--- src/rtl/bamlps_pkg.sv ---
// Package: shared types and constants of the bit angle modulation plane sequencer
`default_nettype none
package bamlps_pkg;

  localparam int PLANES_DEF    = 10;
  localparam int BYTES_DEF     = 8;
  localparam int QUEUE_DEPTH   = 4;

  localparam int MODE_W        = 2;
  localparam int PLANE_FW      = 4;
  localparam int SLOT_FW       = 3;
  localparam int BYTE_W        = 8;
  localparam int DUR_W         = 16;

  localparam logic [MODE_W-1:0] MODE_TICK = 2'd0;
  localparam logic [MODE_W-1:0] MODE_BYTE = 2'd1;
  localparam logic [MODE_W-1:0] MODE_DUR  = 2'd2;

  typedef enum logic {
    CMD_BURST = 1'b0,
    CMD_WRITE = 1'b1
  } cmd_kind_t;

  typedef struct packed {
    cmd_kind_t             kind;
    logic                  buf_sel;
    logic [PLANE_FW-1:0]   plane;
    logic [SLOT_FW-1:0]    slot;
    logic [BYTE_W-1:0]     data;
  } cmd_t;

endpackage
`default_nettype wire

--- src/rtl/bamlps_if.sv ---
// Interfaces: request and result channels of the plane sequencer
`default_nettype none
interface bamlps_in_if
  import bamlps_pkg::*;
();
  logic                valid;
  logic                ready;
  logic [MODE_W-1:0]   mode;
  logic                buffer_id;
  logic [PLANE_FW-1:0] plane;
  logic [SLOT_FW-1:0]  byte_slot;
  logic [BYTE_W-1:0]   byte_value;
  logic [DUR_W-1:0]    duration_value;
  logic                next_buffer;
  logic                hold_swap;

  modport source (output valid, mode, buffer_id, plane, byte_slot, byte_value,
                  duration_value, next_buffer, hold_swap, input ready);
  modport sink   (input valid, mode, buffer_id, plane, byte_slot, byte_value,
                  duration_value, next_buffer, hold_swap, output ready);
endinterface

interface bamlps_out_if
  import bamlps_pkg::*;
();
  logic                valid;
  logic                ready;
  logic [BYTE_W-1:0]   shift_byte;
  logic [PLANE_FW-1:0] plane_shown;
  logic                latch_now;

  modport source (output valid, shift_byte, plane_shown, latch_now, input ready);
  modport sink   (input valid, shift_byte, plane_shown, latch_now, output ready);
endinterface
`default_nettype wire

--- src/rtl/bamlps_ram.sv ---
// Generic single write, single read RAM with registered read data
`default_nettype none
module bamlps_ram #(
  parameter int WIDTH = 8,
  parameter int DEPTH = 160
) (
  input  wire logic                     clk,
  input  wire logic                     we,
  input  wire logic [$clog2(DEPTH)-1:0] waddr,
  input  wire logic [WIDTH-1:0]         wdata,
  input  wire logic                     re,
  input  wire logic [$clog2(DEPTH)-1:0] raddr,
  output      logic [WIDTH-1:0]         rdata
);

  logic [WIDTH-1:0] mem [DEPTH];

  always_ff @(posedge clk) begin
    if (we) begin
      mem[waddr] <= wdata;
    end
    if (re) begin
      rdata <= mem[raddr];
    end
  end

endmodule
`default_nettype wire

--- src/rtl/bamlps_front.sv ---
// Front end: accept requests, run countdown and plane sequencing, queue commands
`default_nettype none
module bamlps_front
  import bamlps_pkg::*;
#(
  parameter int PLANES          = PLANES_DEF,
  parameter int BYTES_PER_PLANE = BYTES_DEF
) (
  input  wire logic  clk,
  input  wire logic  rst_n,
  bamlps_in_if.sink  in_ch,
  output      cmd_t  push_cmd,
  output      logic  push_v,
  input  wire logic  q_full
);

  localparam int PW = $clog2(PLANES);

  logic [DUR_W-1:0] countdown_r, countdown_nxt;
  logic [PW-1:0]    plane_idx_r, plane_idx_nxt;
  logic             act_buf_r, act_buf_nxt;
  logic [DUR_W-1:0] dur_r [PLANES];
  logic             dur_we;
  logic             acc;
  logic             plane_ok;
  logic             slot_ok;

  assign in_ch.ready = !q_full;
  assign acc         = in_ch.valid && !q_full;
  assign plane_ok    = 32'(in_ch.plane) < PLANES;
  assign slot_ok     = 32'(in_ch.byte_slot) < BYTES_PER_PLANE;

  always_comb begin
    countdown_nxt    = countdown_r;
    plane_idx_nxt    = plane_idx_r;
    act_buf_nxt      = act_buf_r;
    dur_we           = 1'b0;
    push_v           = 1'b0;
    push_cmd.kind    = CMD_BURST;
    push_cmd.buf_sel = act_buf_r;
    push_cmd.plane   = PLANE_FW'(plane_idx_r);
    push_cmd.slot    = in_ch.byte_slot;
    push_cmd.data    = in_ch.byte_value;
    if (acc) begin
      unique case (in_ch.mode)
        MODE_TICK: begin
          if (countdown_r != '0) begin
            countdown_nxt = countdown_r - DUR_W'(1);
          end else begin
            push_v        = 1'b1;
            countdown_nxt = dur_r[plane_idx_r];
            if (plane_idx_r == PW'(PLANES - 1)) begin
              plane_idx_nxt = '0;
              if (!in_ch.hold_swap) begin
                act_buf_nxt = in_ch.next_buffer;
              end
            end else begin
              plane_idx_nxt = plane_idx_r + PW'(1);
            end
          end
        end
        MODE_BYTE: begin
          push_v           = plane_ok && slot_ok;
          push_cmd.kind    = CMD_WRITE;
          push_cmd.buf_sel = in_ch.buffer_id;
          push_cmd.plane   = in_ch.plane;
        end
        MODE_DUR: begin
          dur_we = plane_ok;
        end
        default: begin
        end
      endcase
    end
  end

  always_ff @(posedge clk) begin
    if (!rst_n) begin
      countdown_r <= '0;
      plane_idx_r <= '0;
      act_buf_r   <= 1'b0;
      for (int i = 0; i < PLANES; i++) begin
        dur_r[i] <= '0;
      end
    end else begin
      countdown_r <= countdown_nxt;
      plane_idx_r <= plane_idx_nxt;
      act_buf_r   <= act_buf_nxt;
      if (dur_we) begin
        dur_r[in_ch.plane[PW-1:0]] <= in_ch.duration_value;
      end
    end
  end

endmodule
`default_nettype wire

--- src/rtl/bamlps_queue.sv ---
// Command queue between front end and burst engine
`default_nettype none
module bamlps_queue
  import bamlps_pkg::*;
(
  input  wire logic clk,
  input  wire logic rst_n,
  input  wire logic push_v,
  input  wire cmd_t push_cmd,
  output      logic full,
  output      logic head_v,
  output      cmd_t head_cmd,
  input  wire logic pop
);

  localparam int QW = $clog2(QUEUE_DEPTH);

  cmd_t          ent_r [QUEUE_DEPTH];
  logic [QW-1:0] wr_ptr_r, wr_ptr_nxt;
  logic [QW-1:0] rd_ptr_r, rd_ptr_nxt;
  logic [QW:0]   cnt_r, cnt_nxt;
  logic          do_push;
  logic          do_pop;

  assign full     = cnt_r == (QW+1)'(QUEUE_DEPTH);
  assign head_v   = cnt_r != '0;
  assign head_cmd = ent_r[rd_ptr_r];
  assign do_push  = push_v && !full;
  assign do_pop   = pop && head_v;

  always_comb begin
    wr_ptr_nxt = do_push ? wr_ptr_r + QW'(1) : wr_ptr_r;
    rd_ptr_nxt = do_pop ? rd_ptr_r + QW'(1) : rd_ptr_r;
    cnt_nxt    = cnt_r + (QW+1)'(do_push) - (QW+1)'(do_pop);
  end

  always_ff @(posedge clk) begin
    if (!rst_n) begin
      wr_ptr_r <= '0;
      rd_ptr_r <= '0;
      cnt_r    <= '0;
    end else begin
      wr_ptr_r <= wr_ptr_nxt;
      rd_ptr_r <= rd_ptr_nxt;
      cnt_r    <= cnt_nxt;
    end
  end

  always_ff @(posedge clk) begin
    if (do_push) begin
      ent_r[wr_ptr_r] <= push_cmd;
    end
  end

endmodule
`default_nettype wire

--- src/rtl/bamlps_back.sv ---
// Burst engine: frame store writes and byte bursts to the output channel
`default_nettype none
module bamlps_back
  import bamlps_pkg::*;
#(
  parameter int PLANES          = PLANES_DEF,
  parameter int BYTES_PER_PLANE = BYTES_DEF
) (
  input  wire logic   clk,
  input  wire logic   rst_n,
  input  wire logic   head_v,
  input  wire cmd_t   head_cmd,
  output      logic   pop,
  bamlps_out_if.source out_ch
);

  localparam int PLANE_BYTES = PLANES * BYTES_PER_PLANE;
  localparam int DEPTH       = 2 * PLANE_BYTES;
  localparam int AW          = $clog2(DEPTH);
  localparam int SW          = (BYTES_PER_PLANE > 1) ? $clog2(BYTES_PER_PLANE) : 1;

  logic [DEPTH-1:0]    vld_r;
  logic [SW-1:0]       cnt_r, cnt_nxt;
  logic                s1_v_r, s1_v_nxt;
  logic                s1_vld_r;
  logic [PLANE_FW-1:0] s1_plane_r;
  logic                s1_last_r;
  logic                out_v_r, out_v_nxt;
  logic [BYTE_W-1:0]   out_byte_r;
  logic [PLANE_FW-1:0] out_plane_r;
  logic                out_last_r;
  logic [BYTE_W-1:0]   rd_data;
  logic                is_burst;
  logic                is_write;
  logic                move;
  logic                rd_en;
  logic                last_slot;
  logic [SW-1:0]       slot_sel;
  logic [AW-1:0]       addr;

  assign is_burst  = head_v && (head_cmd.kind == CMD_BURST);
  assign is_write  = head_v && (head_cmd.kind == CMD_WRITE);
  assign move      = s1_v_r && (!out_v_r || out_ch.ready);
  assign rd_en     = is_burst && (!s1_v_r || move);
  assign last_slot = cnt_r == SW'(BYTES_PER_PLANE - 1);
  assign pop       = is_write || (rd_en && last_slot);
  assign slot_sel  = is_write ? SW'(head_cmd.slot) : cnt_r;
  assign addr      = (head_cmd.buf_sel ? AW'(PLANE_BYTES) : AW'(0))
                   + AW'(head_cmd.plane) * AW'(BYTES_PER_PLANE) + AW'(slot_sel);

  always_comb begin
    cnt_nxt = cnt_r;
    if (rd_en) begin
      cnt_nxt = last_slot ? '0 : cnt_r + SW'(1);
    end
    s1_v_nxt = rd_en || (s1_v_r && !move);
    out_v_nxt = move || (out_v_r && !out_ch.ready);
  end

  bamlps_ram #(
    .WIDTH (BYTE_W),
    .DEPTH (DEPTH)
  ) u_frame_ram (
    .clk   (clk),
    .we    (is_write),
    .waddr (addr),
    .wdata (head_cmd.data),
    .re    (rd_en),
    .raddr (addr),
    .rdata (rd_data)
  );

  always_ff @(posedge clk) begin
    if (!rst_n) begin
      vld_r   <= '0;
      cnt_r   <= '0;
      s1_v_r  <= 1'b0;
      out_v_r <= 1'b0;
    end else begin
      if (is_write) begin
        vld_r[addr] <= 1'b1;
      end
      cnt_r   <= cnt_nxt;
      s1_v_r  <= s1_v_nxt;
      out_v_r <= out_v_nxt;
    end
  end

  always_ff @(posedge clk) begin
    if (rd_en) begin
      s1_vld_r   <= vld_r[addr];
      s1_plane_r <= head_cmd.plane;
      s1_last_r  <= last_slot;
    end
    if (move) begin
      out_byte_r  <= s1_vld_r ? rd_data : '0;
      out_plane_r <= s1_plane_r;
      out_last_r  <= s1_last_r;
    end
  end

  assign out_ch.valid       = out_v_r;
  assign out_ch.shift_byte  = out_byte_r;
  assign out_ch.plane_shown = out_plane_r;
  assign out_ch.latch_now   = out_last_r;

endmodule
`default_nettype wire

--- src/rtl/bam_led_plane_sequencer_unit.sv ---
// Top level: bit angle modulation plane sequencer for shift-register LED chains
//
// in_ch carries one request per handshake: a timer tick, a frame byte write
// or a plane duration write. A request is taken whenever the command queue
// has room, so ticks and writes go in at one per cycle.
// A tick that finds the countdown at zero starts a burst: BYTES_PER_PLANE
// results on out_ch, one per cycle while out_ch.ready is high, the last
// with latch_now set. The first byte passes the command queue, the RAM read
// stage and the output register. The frame RAM's single read port gives one
// byte a cycle unless out_ch stalls; a frame byte write also occupies the engine.
// Up to four bursts or frame writes wait in the queue; with the queue full,
// in_ch.ready drops until the burst engine frees a slot.
// When out_ch.ready is low the current byte holds on out_ch and the burst
// engine pauses; the front end keeps taking requests until the queue fills.
// Synchronous reset (rst_n low) clears the frame store valid bits (unwritten
// bytes read as zero), durations, plane index, active buffer and countdown and
// empties the queue; no clearing pass is needed, so requests are taken on the first cycle after reset.
`default_nettype none
module bam_led_plane_sequencer_unit
  import bamlps_pkg::*;
#(
  parameter int PLANES          = PLANES_DEF,
  parameter int BYTES_PER_PLANE = BYTES_DEF
) (
  input  wire logic    clk,
  input  wire logic    rst_n,
  bamlps_in_if.sink    in_ch,
  bamlps_out_if.source out_ch
);

  cmd_t push_cmd;
  logic push_v;
  logic q_full;
  logic head_v;
  cmd_t head_cmd;
  logic pop;

  bamlps_front #(
    .PLANES          (PLANES),
    .BYTES_PER_PLANE (BYTES_PER_PLANE)
  ) u_front (
    .clk      (clk),
    .rst_n    (rst_n),
    .in_ch    (in_ch),
    .push_cmd (push_cmd),
    .push_v   (push_v),
    .q_full   (q_full)
  );

  bamlps_queue u_queue (
    .clk      (clk),
    .rst_n    (rst_n),
    .push_v   (push_v),
    .push_cmd (push_cmd),
    .full     (q_full),
    .head_v   (head_v),
    .head_cmd (head_cmd),
    .pop      (pop)
  );

  bamlps_back #(
    .PLANES          (PLANES),
    .BYTES_PER_PLANE (BYTES_PER_PLANE)
  ) u_back (
    .clk      (clk),
    .rst_n    (rst_n),
    .head_v   (head_v),
    .head_cmd (head_cmd),
    .pop      (pop),
    .out_ch   (out_ch)
  );

endmodule
`default_nettype wire
--- src/flat_wrapper.sv ---
// flat-port wrapper written by rule: the top's interface ports become plain ports
module bam_led_plane_sequencer_unit_flat import bamlps_pkg::*;
#(
  parameter int PLANES          = PLANES_DEF,
  parameter int BYTES_PER_PLANE = BYTES_DEF
)
  (clk, rst_n, in_ch_valid, in_ch_mode, in_ch_buffer_id, in_ch_plane, in_ch_byte_slot, in_ch_byte_value, in_ch_duration_value, in_ch_next_buffer, in_ch_hold_swap, in_ch_ready, out_ch_valid, out_ch_shift_byte, out_ch_plane_shown, out_ch_latch_now, out_ch_ready);
  bamlps_in_if in_ch_i ();
  bamlps_out_if out_ch_i ();
  input  wire logic clk;
  input  wire logic rst_n;
  input wire logic [$bits(in_ch_i.valid)-1:0] in_ch_valid;
  input wire logic [$bits(in_ch_i.mode)-1:0] in_ch_mode;
  input wire logic [$bits(in_ch_i.buffer_id)-1:0] in_ch_buffer_id;
  input wire logic [$bits(in_ch_i.plane)-1:0] in_ch_plane;
  input wire logic [$bits(in_ch_i.byte_slot)-1:0] in_ch_byte_slot;
  input wire logic [$bits(in_ch_i.byte_value)-1:0] in_ch_byte_value;
  input wire logic [$bits(in_ch_i.duration_value)-1:0] in_ch_duration_value;
  input wire logic [$bits(in_ch_i.next_buffer)-1:0] in_ch_next_buffer;
  input wire logic [$bits(in_ch_i.hold_swap)-1:0] in_ch_hold_swap;
  output wire logic [$bits(in_ch_i.ready)-1:0] in_ch_ready;
  output wire logic [$bits(out_ch_i.valid)-1:0] out_ch_valid;
  output wire logic [$bits(out_ch_i.shift_byte)-1:0] out_ch_shift_byte;
  output wire logic [$bits(out_ch_i.plane_shown)-1:0] out_ch_plane_shown;
  output wire logic [$bits(out_ch_i.latch_now)-1:0] out_ch_latch_now;
  input wire logic [$bits(out_ch_i.ready)-1:0] out_ch_ready;
  assign in_ch_i.valid = in_ch_valid;
  assign in_ch_i.mode = in_ch_mode;
  assign in_ch_i.buffer_id = in_ch_buffer_id;
  assign in_ch_i.plane = in_ch_plane;
  assign in_ch_i.byte_slot = in_ch_byte_slot;
  assign in_ch_i.byte_value = in_ch_byte_value;
  assign in_ch_i.duration_value = in_ch_duration_value;
  assign in_ch_i.next_buffer = in_ch_next_buffer;
  assign in_ch_i.hold_swap = in_ch_hold_swap;
  assign in_ch_ready = in_ch_i.ready;
  assign out_ch_valid = out_ch_i.valid;
  assign out_ch_shift_byte = out_ch_i.shift_byte;
  assign out_ch_plane_shown = out_ch_i.plane_shown;
  assign out_ch_latch_now = out_ch_i.latch_now;
  assign out_ch_i.ready = out_ch_ready;
  bam_led_plane_sequencer_unit #(.PLANES(PLANES), .BYTES_PER_PLANE(BYTES_PER_PLANE)) u_core (.clk(clk), .rst_n(rst_n), .in_ch(in_ch_i), .out_ch(out_ch_i));
endmodule
--- config.mk ---
export PLATFORM = sky130hd
export DESIGN_NAME = bam_led_plane_sequencer_unit_flat
export DESIGN_NICKNAME = d
export VERILOG_FILES = /design/src/rtl/bamlps_pkg.sv /design/src/rtl/bamlps_if.sv /design/src/rtl/bamlps_ram.sv /design/src/rtl/bamlps_front.sv /design/src/rtl/bamlps_queue.sv /design/src/rtl/bamlps_back.sv /design/src/rtl/bam_led_plane_sequencer_unit.sv /design/src/flat_wrapper.sv
export SDC_FILE = /design/constraint.sdc
export NUM_CORES = 2
export LEC_CHECK = 0
export BUFFER_PORTS_ARGS = -buffer_cell sky130_fd_sc_hd__buf_2
export CAP_MARGIN = 25
export CORE_MARGIN = 2
export CORE_UTILIZATION = 41
export DETAILED_ROUTE_END_ITERATION = 6
export PLACE_DENSITY_LB_ADDON = 0.1
export SYNTH_ARGS = -nofsm -noshare
export SYNTH_HDL_FRONTEND = slang
export SYNTH_SLANG_ARGS = --single-unit
--- constraint.sdc ---
create_clock -name clk -period 5.53 [get_ports clk]
set_clock_uncertainty 0.1 [all_clocks]
set_input_delay 0 -clock clk [delete_from_list [all_inputs] [get_ports clk]]
set_output_delay 0 -clock clk [all_outputs]
set_load 0.03 [all_outputs]
Word level (Yosys, flattened, before mapping)
Memories as Yosys holds them, arrays and structs flattened. A register that Yosys moved wholly into a read port is not among the register bits.
Cells that the tools add are included.

storage, ports and cells
  register bits = 212
  bits in writable memories = 1508
  input port bits = 40
  output and inout port bits = 15
  logic and storage cells = 99
  memories = 3

memories
  name                           depth  width  rd ports  clocked after memory_dff  wr ports  line                RTL
  u_core.u_back.u_frame_ram.mem  160    8      1         1                         1         bamlps_ram.sv:16    logic [WIDTH-1:0] mem [DEPTH];
  u_core.u_front.dur_r           10     16     1         1                         10        bamlps_front.sv:22  logic [DUR_W-1:0] dur_r [PLANES];
  u_core.u_queue.ent_r           4      17     1         1                         1         bamlps_queue.sv:18  cmd_t ent_r [QUEUE_DEPTH];

cells by class
  add/sub/neg operators = 9
  magnitude comparators = 3
  eq/ne operators = 5
  mux-type cells = 31
  bitwise operators = 4
  reduce and logical (&&, ||, !) cells = 28

operator list
  kind                                                                                 count
  160-bit OR                                                                           1
  16-bit 2-to-1 mux                                                                    2
  4-bit 2-to-1 mux                                                                     4
  16-bit nonzero test                                                                  1
  16-bit OR reduction                                                                  1
  16-bit by 1-bit subtractor with 16-bit output, second input constant                 1
  1-bit 2-to-1 mux                                                                     15
  6-bit 2-to-1 mux                                                                     2
  1-bit logical AND                                                                    11
  8-bit by 9-bit < comparator with 1-bit output, second input constant                 1
  7-bit by 7-bit adder with 8-bit output                                               1
  8-bit by 3-bit adder with 8-bit output                                               1
  1-bit binary-select mux with 8-bit select                                            1
  1-bit demux with 8-bit select                                                        1
  8-bit by 1-bit greater-or-equal comparator with 1-bit output, second input constant  1
  7-bit 2-to-1 mux                                                                     1
  3-bit == test, second input constant                                                 2
  3-bit 2-to-1 mux                                                                     2
  1-bit logical NOT                                                                    5
  1-bit logical OR                                                                     5
  5-bit AND reduction                                                                  1
  2-bit by 1-bit adder with 2-bit output, second input constant                        2
  4-bit by 1-bit adder with 4-bit output, second input constant                        1
  4-bit == test, second input constant                                                 1
  other kinds (13)                                                                     16

Longest topological paths before layout
  word-level depth = 10
  mapped depth = 17
  mapped depth without buffers = 15

Cells and area by module
A second synthesis with hierarchy kept.

unflattened totals
  cell total of the unflattened synthesis = 4350
  area, all modules = 73650.6 sq um

modules (own cells, without submodules)
  module        instances  cells each  area an instance (sq um)  seq. area each (sq um)
  bamlps_ram    1          2489        50462.1                   38677.1
  bamlps_front  1          786         12037.8                   8187.9
  bamlps_back   1          937         8176.6                    3873.7
  bamlps_queue  1          138         2974.1                    2222.1

Worst setup path before layout
Ideal clock, no wire load.

  path type = flip-flop to flip-flop
  start = reg with a tool-made name
  end = mem u_core.u_back.u_frame_ram.mem[127][0] (enable)
  setup time = 0.374 ns
  arrival = 3.701 ns
  required time = 5.056 ns
  slack = 1.355 ns
  stages on the path, launching flop included = 11
  buffers on the path = 4
  period minus slack after synthesis = 4.175 ns
  cells stage by stage = dfxtp_1 -> buf_6 -> buf_1 -> mux4_2 -> ha_1 -> a31oi_1 -> nand2_1 -> or3_1 -> clkbuf_1 -> clkbuf_1 -> nor2_1

RTL lines
  element           line
  end: declaration  bamlps_ram.sv:16

==> summary.md <==
| Metric | Value |
|---|---|
| Outcome | complete, no violations |
| Hold WS | 107 ps |
| Slew @ Worst Pin | 1130 ps |
| Cells after Synth | 5231 |
| Max Fclk | 203 MHz |
| Netlist cell types | 72 |
| Largest net degree at the start of global routing | 161 |
| Setup tns final | 0 ps |
| Peak supply drop | 0.339 mV |
| Synth top area share | 66.7% |
| Register area | 53000 um2 |
| Grt met3 use | 3.83% |
| Cell area after layout | 85700 um2 |
| WL final | 224000 um |
| Initial antenna violation count | 7 |
| Synth area leader | edfxtp_1 |
| Number of synthesized flops with an enable pin | 1631 |
| Dpl cells | 7728 |
| Sequential area share after synthesis | 72.1% |
| Overflow left after global routing | 0 |
| Port bufs | 54 |
| Post-synth top cells | 1631 x edfxtp_1, 961 x nand2_1, 344 x nor2_1 |
| Final Hold Fails | 0 |
| Most Crowded Layer GR | met2 |
| Clock transition at the registers of the reported paths | 60 ps |
| Die Ht | 427 um |
| CTS tree | yes |
| Pwr/cell area | 511 nW/um2 |
| Worst setup SP type | register |
| Cts-stage hold buffer count | 58 |
| Syn avg cell area | 14.0 um2 |
| Die Width | 427 um |
| FILL cells | 15625 |
| Setup WS pre-CTS | 683 ps |
| Drt initial violations | 5037 |
| Post-DP Area | 78600 um2 |
| RePlAce Congestion | 0.883 |
| WP data required | 6000 ps |
| Fin cells | 8159 |
| Period utilization | 89.0% |
| Crit Path Class | register to register |
| P_leak | 29.5 nW |
| Clk buf depth | 3 |
| Yosys reg bits | 1830 |
| DRC | 0 |
| Vias in the first global route | 45045 |
| Max cap viols | 0 |
| CTS Root Cell | clkbuf_16 |
| First-pass GRT wire length | 325000 um |
| I/O Pins | 55 |
| Worst relative slew slack | 24.1% |
| Final worst slack | 608 ps |
| Post-layout util | 48.1% |
| DP HPWL | 139000 um |
| Post-synth ARST share | 0% |
| H-tree Lvls | 4 |
| Post_cts resized | 0 |
| Clock Latency Late Sink | 840 ps |
| Min-delay worst type | input port to register |
| Cell Area, Synth | 73400 um2 |
| Die area | 183000 um2 |
| Row cnt | 155 |
| CP max FO | 65 |
| Gr usage total | 24.4% |
| Area grow syn2layout | 16.7% |
| Ranking of synthesized cells by area | edfxtp_1 67%, dfxtp_1 5.4%, nand2_1 4.9% |
| Vias | 46343 |
| Layout cells sized above 1 | 14.1% |
| Endpoints failing setup | 0 |
| RSZ-0062 raised after global routing | false |
| Antenna viol nets, final | 0 |
| Yosys warnings | 0 |
| DR WL/cell | 27.4 um |
| CTS buffer count | 195 |
| Critical Path AT | 5390 ps |
| Total Power | 43.8 mW |
| Core area | 178000 um2 |
| Multi-input logic area | 19200 um2 |
| Postcts setup bufs | 0 |
| Top-count cell post-synth | edfxtp_1 |
| Post-synth top flop | edfxtp_1 |
| Drt first pass iters | 6 |
| M2 GR Usage | 38.6% |
| Initial Utilization | 41.2% |
| GR Util met1 | 34.6% |
| Crit. End Element | register |
| Vias/cell | 5.68 |
| Tmin final | 4920 ps |
| Clock Sinks | 1830 |
| Final Net Count | 5685 |
| Pins over their slew limit | 0 |
-- per-layer routing --
metal  part of all wire, %  up-vias
met5                     0        -
met4                   3.0        0
met3                   6.1      359
met2                    47     1564
met1                    44    23793
li1                      -    20627
-- final cells by class --
cell class	instances	area share (%)
Multi-Input combinational cell	3103	22.4
Inverter	33	0.146
Antenna cell	3	0.00876
Clock inverter	84	1.09
Tap cell	2355	3.44
Clock buffer	282	6.41
Sequential cell	1830	61.8
Timing Repair Buffer	469	4.66
-- worst max-delay path: stages, from the launching register on --
cell and delay (ps):
dfxtp_1 570, nand3_1 190, a211oi_1 860, nor3_2 210
buf_12 230, buf_12 300, nand2_1 140, nand3_1 100
a311oi_1 540, nor3_1 210, o41ai_1 470, or4b_1 460
-- worst paths after layout --
path,from,endpoint,slack [ps],cells after the start
setup / recovery,register,u_core.u_back.u_frame_ram.rdata[7],610,11
hold / removal,in_ch_plane[3],u_core.u_queue.ent_r[3][14],110,4
setup reg to reg,register,u_core.u_back.u_frame_ram.rdata[7],610,11
hold reg to reg,u_core.u_back.s1_plane_r[0],u_core.u_back.out_ch.plane_shown[0],330,0
-- flip-flops by register name, indices dropped and copies added, names as in the netlist, 8 cells and up, named ones only --
name,flops
u_core.u_back.u_frame_ram.mem,1280
u_core.u_front.dur_r,256
u_core.u_back.vld_r,160
u_core.u_queue.ent_r,68
u_core.u_front.countdown_r,16
u_core.u_back.out_ch.shift_byte,8
u_core.u_back.u_frame_ram.rdata,8
-- cell usage in the layout (no fill, tap or decap), types with 41 or more instances in the layout --
cell type / netlist / layout
mux4_2: 99 / 91
a22oi_1: 44 / 44
and4_1: 84 / 84
dfxtp_1: 199 / 197
conb_1: 1 / 96
nor2_1: 344 / 342
buf_4: 10 / 319
a211oi_1: 117 / 117
nand3_1: 267 / 266
a31oi_1: 42 / 41
o21a_1: 162 / 162
clkbuf_16: 0 / 198
buf_2: 158 / 54
nand2_1: 961 / 961
a311oi_1: 141 / 141
a21oi_1: 178 / 178
mux2i_1: 226 / 226
dlygate4sd3_1: 0 / 58
edfxtp_1: 1631 / 1631
clkbuf_1: 157 / 62
-- where the power goes --
| part | internal, mW | total [mW] | switching (mW) |
|---|---|---|---|
| clock network | 7.62 | 13.1 | 5.50 |
| registers | 16.3 | 16.5 | 0.154 |
| logic | 3.94 | 14.2 | 10.3 |
| total | 27.9 | 43.8 | 15.9 |
-- cells by family (layout without fill, tap and decap cells) --
group	after synthesis	after routing	share of synthesized area, %
flops	1830	1830	72.1
simple gates	1829	1829	11.0
compound gates	827	827	8.05
buf+inv	393	868	2.35
mux	328	328	6.16
fa+ha+maj	13	13	0.232
xor+xnor	10	10	0.119
other cells	1	99	0.00511
(Power assumes the default switching activity.)
